### src/sv/swm_pkg.sv
// ----------------------------------------------------------------------------
// swm_pkg
// Shared constants and types for the sliding window median filter.
// ----------------------------------------------------------------------------
package swm_pkg;

   // Window geometry and sample format
   localparam int WINDOW_LENGTH = 5;    // 1 .. 31
   localparam int SAMPLE_WIDTH  = 16;   // 2 .. 32

   // Slot index width (at least one bit)
   localparam int IDX_W = (WINDOW_LENGTH > 1) ? $clog2(WINDOW_LENGTH) : 1;
   // Count width, holds 0 .. WINDOW_LENGTH
   localparam int CNT_W = $clog2(WINDOW_LENGTH + 1);

   // Rank selected from the sorted window (upper median for even lengths)
   localparam logic [CNT_W-1:0] MEDIAN_RANK = CNT_W'(WINDOW_LENGTH / 2);
   localparam logic [IDX_W-1:0] LAST_SLOT   = IDX_W'(WINDOW_LENGTH - 1);

   typedef logic signed [SAMPLE_WIDTH-1:0] sample_type;

   typedef enum logic [1:0] {
      ST_IDLE,
      ST_RANK,
      ST_OUT
   } median_state_type;

endpackage

### src/sv/sliding_window_median_top.sv
// ----------------------------------------------------------------------------
// sliding_window_median_top
// Running median filter over a circular window of signed samples.
// ----------------------------------------------------------------------------
// Each item on the req_ channel carries one signed sample. The sample
// overwrites the oldest slot of a WINDOW_LENGTH-deep window, then the block
// returns on the rsp_ channel the window entry of rank WINDOW_LENGTH/2
// (counted from zero, ascending; for an even length that is the upper
// median). The window starts out all zero after reset, so the first results
// rank the new samples together with those zeros. One item at a time: the
// sample is written in the accept cycle, then a rank unit checks one
// candidate slot per cycle against the whole window, stopping at the first
// slot whose rank range covers the median rank. An item therefore passes
// the accept, rank and output states in that order, and stays in the
// output state while rsp_ready is held low. req_ready is high only while
// the block is idle.
// ----------------------------------------------------------------------------
module sliding_window_median_top (
   input  logic                                  clock,
   input  logic                                  reset,
   input  logic                                  req_valid,
   output logic                                  req_ready,
   input  logic signed [swm_pkg::SAMPLE_WIDTH-1:0] req_sample,
   output logic                                  rsp_valid,
   input  logic                                  rsp_ready,
   output logic signed [swm_pkg::SAMPLE_WIDTH-1:0] rsp_median_value
);
   import swm_pkg::*;

   // Control state
   median_state_type state_ff, state_in;
   logic [IDX_W-1:0] wpos_ff,  wpos_in;   // next slot to overwrite
   logic [IDX_W-1:0] cand_ff,  cand_in;   // candidate slot under test

   // Window and result
   sample_type window_ff [WINDOW_LENGTH];
   sample_type window_in [WINDOW_LENGTH];
   sample_type median_ff, median_in;

   // Rank unit signals
   sample_type       cand_value;
   logic [CNT_W-1:0] below_cnt;
   logic [CNT_W-1:0] upto_cnt;
   logic             cand_hit;

   logic req_accept;
   logic rsp_accept;

   assign req_accept = req_valid & req_ready;
   assign rsp_accept = rsp_valid & rsp_ready;

   // ------------------------------------------------------------------------
   // Rank unit: counts window entries strictly below and at-or-below the
   // candidate. The candidate holds the median if its rank interval
   // [below, upto) contains MEDIAN_RANK. Ties are handled by that interval.
   // ------------------------------------------------------------------------
   assign cand_value = window_ff[cand_ff];

   always_comb begin
      below_cnt = '0;
      upto_cnt  = '0;
      for (int j = 0; j < WINDOW_LENGTH; j++) begin
         below_cnt = below_cnt + CNT_W'(window_ff[j] <  cand_value);
         upto_cnt  = upto_cnt  + CNT_W'(window_ff[j] <= cand_value);
      end
      cand_hit = (below_cnt <= MEDIAN_RANK) && (MEDIAN_RANK < upto_cnt);
   end

   // ------------------------------------------------------------------------
   // Sequencer: next state
   // ------------------------------------------------------------------------
   always_comb begin
      state_in = state_ff;
      unique case (state_ff)
         ST_IDLE: begin
            if (req_accept) state_in = ST_RANK;
         end
         ST_RANK: begin
            // some slot always hits; the last one is a safe stop
            if (cand_hit || (cand_ff == LAST_SLOT)) state_in = ST_OUT;
         end
         ST_OUT: begin
            if (rsp_accept) state_in = ST_IDLE;
         end
         default: state_in = ST_IDLE;
      endcase
   end

   // ------------------------------------------------------------------------
   // Sequencer: outputs and datapath next values
   // ------------------------------------------------------------------------
   always_comb begin
      req_ready = 1'b0;
      rsp_valid = 1'b0;
      cand_in   = cand_ff;
      median_in = median_ff;
      unique case (state_ff)
         ST_IDLE: begin
            req_ready = 1'b1;
            cand_in   = '0;
         end
         ST_RANK: begin
            if (cand_hit) median_in = cand_value;
            cand_in = cand_ff + IDX_W'(1);
         end
         ST_OUT: begin
            rsp_valid = 1'b1;
         end
         default: begin
            cand_in = '0;
         end
      endcase
   end

   // Window write and write pointer wrap
   always_comb begin
      for (int e = 0; e < WINDOW_LENGTH; e++) begin
         window_in[e] = (req_accept && (wpos_ff == IDX_W'(e))) ? req_sample
                                                               : window_ff[e];
      end
      wpos_in = wpos_ff;
      if (req_accept) begin
         wpos_in = (wpos_ff == LAST_SLOT) ? '0 : wpos_ff + IDX_W'(1);
      end
   end

   assign rsp_median_value = median_ff;

   // ------------------------------------------------------------------------
   // Registers
   // ------------------------------------------------------------------------
   always_ff @(posedge clock) begin
      if (reset) begin
         state_ff <= ST_IDLE;
         wpos_ff  <= '0;
         cand_ff  <= '0;
         for (int e = 0; e < WINDOW_LENGTH; e++) begin
            window_ff[e] <= '0;
         end
      end else begin
         state_ff <= state_in;
         wpos_ff  <= wpos_in;
         cand_ff  <= cand_in;
         for (int e = 0; e < WINDOW_LENGTH; e++) begin
            window_ff[e] <= window_in[e];
         end
      end
   end

   always_ff @(posedge clock) begin
      median_ff <= median_in;
   end

endmodule
### config.mk
export PLATFORM = sky130hd
export DESIGN_NAME = sliding_window_median_top
export DESIGN_NICKNAME = d
export VERILOG_FILES = /design/src/sv/swm_pkg.sv /design/src/sv/sliding_window_median_top.sv
export SDC_FILE = /design/constraint.sdc
export NUM_CORES = 1
export LEC_CHECK = 0
export BUFFER_PORTS_ARGS = -buffer_cell sky130_fd_sc_hd__buf_2
export CORE_ASPECT_RATIO = 1.75
export CORE_MARGIN = 2
export CORE_UTILIZATION = 55
export DETAILED_ROUTE_END_ITERATION = 10
export PLACE_DENSITY = 0.76
export REMOVE_ABC_BUFFERS = 1
export SETUP_SLACK_MARGIN = 0.2
export SYNTH_ARGS = -nofsm -noshare
export SYNTH_HDL_FRONTEND = slang
export SYNTH_SLANG_ARGS = --single-unit
### constraint.sdc
create_clock -name clock -period 5.99 [get_ports clock]
set_clock_uncertainty 0.2 [all_clocks]
set_input_delay 0.599 -clock clock [delete_from_list [all_inputs] [get_ports clock]]
set_output_delay 0.599 -clock clock [all_outputs]
set_load 0.01 [all_outputs]
Word-level counts from Yosys, hierarchy flattened
Memories as Yosys holds them, arrays and structs flattened. A register that Yosys moved wholly into a read port is not among the register bits.
Cells that the tools add are included.
{"block": "totals", "out_inout_bits": 18, "mem_bits_rw": 80, "memories": 1, "reg_bits": 24}
{"name": "window_ff", "depth": 5, "word_bits": 16, "rd": 6, "rd_ports_with_merged_regs": 1, "wr": 5, "line": "sliding_window_median_top.sv:36", "rtl": "sample_type window_ff [WINDOW_LENGTH];"}
{"block": "classes", "eq_ne": 10, "mux": 23, "reduce_logical": 11, "addsub": 10, "bitwise_logic": 7, "order_cmp": 12}
{"cell": "$mux W16", "n": 10}
{"cell": "$le A16 B16 Y1", "n": 5}
{"cell": "$lt A16 B16 Y1", "n": 5}
{"cell": "$add A3 B1 Y3", "n": 4}
{"cell": "$mux W3", "n": 3}
{"cell": "$add A2 B1 Y3", "n": 2}
{"cell": "$add A3 B1 Y3 const B", "n": 2}
{"cell": "$eq A3 B2 Y1 const B", "n": 2}
{"cell": "$eq A3 B3 Y1 const B", "n": 2}
{"cell": "$logic_and A1 B1 Y1", "n": 6}
{"cell": "$mux W2", "n": 3}
{"cell": "$ne A2 B2 Y1 const B", "n": 3}
{"cell": "$pmux W2 S3", "n": 1}
{"cell": "$pmux W3 S2", "n": 1}
{"cell": "$mux W1", "n": 5}
{"cell": "$or A1 B1 Y1", "n": 5}
{"cell": "$add A1 B1 Y2", "n": 2}
{"cell": "$eq A3 B1 Y1 const B", "n": 1}
{"cell": "$le A3 B2 Y1 const B", "n": 1}
{"cell": "$logic_not A3 Y1", "n": 1}
{"cell": "$lt A2 B3 Y1 const A", "n": 1}
{"cell": "$reduce_and A3 Y1", "n": 1}
{"cell": "$and A1 B1 Y1", "n": 2}
{"cell": "$eq A2 B1 Y1 const B", "n": 1}
{"cell": "other kinds (4)", "n": 4}

Depth between registers and ports, before layout
{"block": "depth", "depth_word": 10, "ltp_mapped": 19, "ltp_nobuf": 17}

Least setup slack after synthesis
OpenSTA, ideal clock, no wires.
{"block": "synth_timing", "path_kind": "flip-flop to flip-flop", "from": "register with a tool-made name", "to": "register median_ff[0] (netlist: rsp_median_value[0]), enable pin", "setup_slack_ns": 0.309, "arrival_time_ns": 5.092, "synth_period_minus_slack_ns": 5.681, "stages_incl_launch_ff": 17, "required_ns": 5.402, "setup_time_ns": 0.388, "path_cell_list": "dfxtp_1 -> buf_4 -> buf_4 -> mux4_2 -> mux2i_1 -> ha_1 -> nand4_1 -> o22ai_1 -> or4b_1 -> or3_1 -> o21a_1 -> fa_1 -> fa_1 -> ha_1 -> and3b_1 -> o21ai_0 -> nor2_1"}
{"item": "to (signal assigned)", "line": "sliding_window_median_top.sv:151", "rtl": "median_ff <= median_in;"}
{"item": "to (decl)", "line": "sliding_window_median_top.sv:38", "rtl": "sample_type median_ff, median_in;"}

==> results.yml <==
outcome:
  status: "completed"
logic_synthesis:
  synth_warnings: 0
  synthArstFlopShare_pct: 0
  synth.top_cell.area_share_pct: 28.0
  postSynthCellCount: 724
  synth-edff-count: 16
  netlist_area_sq_um: 6500
  ys_types: 57
  syn_area_per_cell_sq_um: 8.97
  synth.yosys.seq_area_share_pct: 35.4
  synthTopCellsByArea: "dfxtp_1 28%, ha_1 17%, nand2_1 10%"
  ys_ff_latch: 107
  synth_ff_type: "dfxtp_1"
  yosysTopAreaCell: "dfxtp_1"
critical_path:
  rr_worst_depth: 18
  worst-path-max-fanout: 16
  critPathLaunchType: "register"
  r2r_setup_slack_ps: 430
  reg2reg_to: "rsp_median_value[14]$_DFFE_PP_"
  worstSetupPathType: "reg2reg"
  crit_path_end_kind: "register"
  crit_required_ps: 5840
  crit_arrival_ps: 5410
finish:
  fin_nets: 868
  final_design_area_no_fill_sq_um: 7110
  n_antenna_cell: 0
  syn_to_final_growth_pct: 9.51
  fillers: 1001
  drive_above_1_share_pct: 15.3
  layout.cells.non_filler: 894
cts:
  cts_tree: "yes"
  clkTransAtPathRegs_ps: 80
  clock_latency_ps: 350
  post_cts_buffers: 0
  cts_sinks: 107
  cts_buffers: 9
  cts.path.max_buffers: 2
  h-tree-depth: 3
  cts-root-buf: "clkbuf_16"
sta:
  drv_slew: 0
  setup_viol: 0
  setup_ws_ps: 428
  slew_headroom_pct: 16.6
  max_freq_mhz: 180
  rsz0062_at_grt: "false"
  finalCritPeriodShare_pct: 92.9
  worst_pin_slew_ps: 1250
  hold_violations: 0
  setup_tns_ps: 0
  period_minus_slack_ps: 5560
worst_hold_path:
  hold_class: "reg2reg"
  hold_depth: 2
  min_to: "window_ff[0][3]$_SDFFE_PP0P_"
  hp-start: "window_ff[0][3]$_SDFFE_PP0P_"
floorplanning:
  core_area_sq_um: 11500
  rows: 52
  initial_core_util_pct: 56.4
  die_w_um: 86.2
  die_y_um: 148
  io_pins: 38
  die_area_sq_um: 12700
power_and_ir_drop:
  p_leak_uw: 0.00294
  peakVddDrop_mv: 0.515
  power_uw: 3020
  cellPowerDensity_nw_per_um2: 424
detailed_routing:
  wl_per_cell_um: 20.4
  postRouteWirelength_mm: 18.3
  postRouteAntennaNets: 0
  vias: 5565
  remaining_drc_errors: 0
  dr.pass1.iters: 5
  drtIter0Drc: 409
  viasPerCell: 6.22
place:
  portBuffers: 37
  place_inst: 878
  post-place-ws_ps: 284
  placed_cell_area_sq_um: 6790
  routabilityCongestion: 0.940
  dpl.hpwl_mm: 13.0
global_routing:
  grt_pass1_vias: 5572
  grt_usage_pct: 29.3
  antenna_found_initial: 0
  grt-ovfl-total: 0
  grt_first_pass_wirelength_mm: 28.5
  grt_max_degree: 89
job:
  drv_cap: 0
routing by layer:
| layer | wire length, um | track usage, % |
|---|---|---|
| met3 | 923 | 4.75 |
| met1 | 6840 | 33.0 |
| met2 | 9690 | 52.2 |
| met5 | 0 | 0 |
| met4 | 824 | 15.1 |
final cells by class:
class | count | area [sq um] | share of cell area (%)
Timing Repair Buffer | 52 | 323 | 4.54
Tap cell | 135 | 169 | 2.37
Multi-Input combinational cell | 550 | 3890 | 54.6
Sequential cell | 107 | 2300 | 32.4
Clock inverter | 3 | 45.0 | 0.633
Inverter | 34 | 128 | 1.79
Clock buffer | 13 | 262 | 3.68
flip-flops by register name (all words and copies together) (netlist names), named ones only:
register,count
state_ff,2
cand_ff,3
rsp_median_value,16
window_ff,80
wpos_ff,3
cell families (layout without fill, tap and decap cells):
kind of cell             count (synthesis)  after routing  share of synthesized area (%)
AND/OR/NAND/NOR                        261            261                           17.9
AO/OA/AOI/OAI                          161            161                           14.6
flip-flops                             107            107                           35.4
adder cells (fa/ha/maj)                 94             94                           18.6
buffers and inverters                   67            102                           5.10
multiplexers                            33             33                           8.20
XOR/XNOR                                 1              1                          0.135
placed cells by master, fill, tap and decap left out, types with 2 or more instances in the layout:
| cell type | instances |
|---|---|
| nand2_1 | 175 |
| a21oi_1 | 106 |
| dfxtp_1 | 91 |
| ha_1 | 90 |
| buf_2 | 37 |
| inv_1 | 34 |
| nor2_1 | 18 |
| mux4_2 | 16 |
| edfxtp_1 | 16 |
| buf_4 | 13 |
| nand2_2 | 12 |
| mux2i_1 | 11 |
| nand4_1 | 11 |
| a21oi_2 | 10 |
| clkbuf_16 | 10 |
| nor2b_1 | 7 |
| a21o_1 | 7 |
| o21ai_0 | 7 |
| nand3_1 | 6 |
| o211ai_1 | 6 |
| o21a_1 | 5 |
| nor3_1 | 5 |
| and4_1 | 5 |
| and3_1 | 5 |
| mux2i_2 | 4 |
| fa_1 | 4 |
| nor4_1 | 3 |
| clkbuf_1 | 3 |
| a21boi_0 | 2 |
| o22ai_1 | 2 |
| or3_1 | 2 |
| mux2_2 | 2 |
| nand2b_1 | 2 |
| o21ai_1 | 2 |
| buf_12 | 2 |
cells in the mapped netlist (all sizes together) (2+ instances only):
library cell and n:
edfxtp 16, mux2 2, fa 4, or3 2, nand2b 2, o21ai 9
nand3 6, nor2 19, o21a 5, o211ai 6, dfxtp 91, and4 5
ha 90, a21oi 116, and3 5, and2 2, nand4 11, nor3b 2
mux4 16, nand2 187, a21o 7, clkbuf 13, nor2b 7, o22ai 2
a21boi 3, nor4 4, buf 20, inv 34, nor3 5, mux2i 15
critical path, cell delays in order (launching register included):
cell and delay, ps:
dfxtp_1 350, buf_12 190, mux4_2 520, mux2i_2 250
buf_4 190, ha_1 150, nand4_1 270, or4_1 650
a21oi_1 160, o32a_2 180, o21ai_1 90, fa_1 500
inv_1 50, fa_1 420, ha_1 280, a21oi_1 130
o21ai_0 180, nor2_2 240, buf_12 220
where the power goes:
part,internal [uW],leakage [uW],switching [uW],total [uW]
Combinational,597,0.00191,858,1460
Sequential,869,0.000885,69.1,938
Clock,353,0.000150,271,623
Total,1820,0.00294,1200,3020
per-stage QoR:
step / utilization (%) / hold slack (ps)
finish: 61.8 / 277
floorplan: - / 240
global route: 61.8 / 297
global placement: 58.9 / 265
detailed placement: 58.9 / 269
CTS: 61.6 / 280
worst max path at each step:
stage                         from                        endpoint  slack [ps]  depth (start not counted)
final                     register  rsp_median_value[14]$_DFFE_PP_         430                         18
after CTS                 register  rsp_median_value[14]$_DFFE_PP_         280                         17
after detailed placement  register   rsp_median_value[8]$_DFFE_PP_         280                         17
after global placement    register   rsp_median_value[6]$_DFFE_PP_         310                         18
after global routing      register  rsp_median_value[14]$_DFFE_PP_         210                         18
after floorplan           register   rsp_median_value[0]$_DFFE_PP_          70                         14
repair_timing:
item | CTS | global route
endpoints found under the setup margin | 0 | 15
hold buffers | 0 | 0
endpoints found under the hold margin | 0 | 0
gates resized for setup | 0 | 6
(Power assumes the default switching activity.)
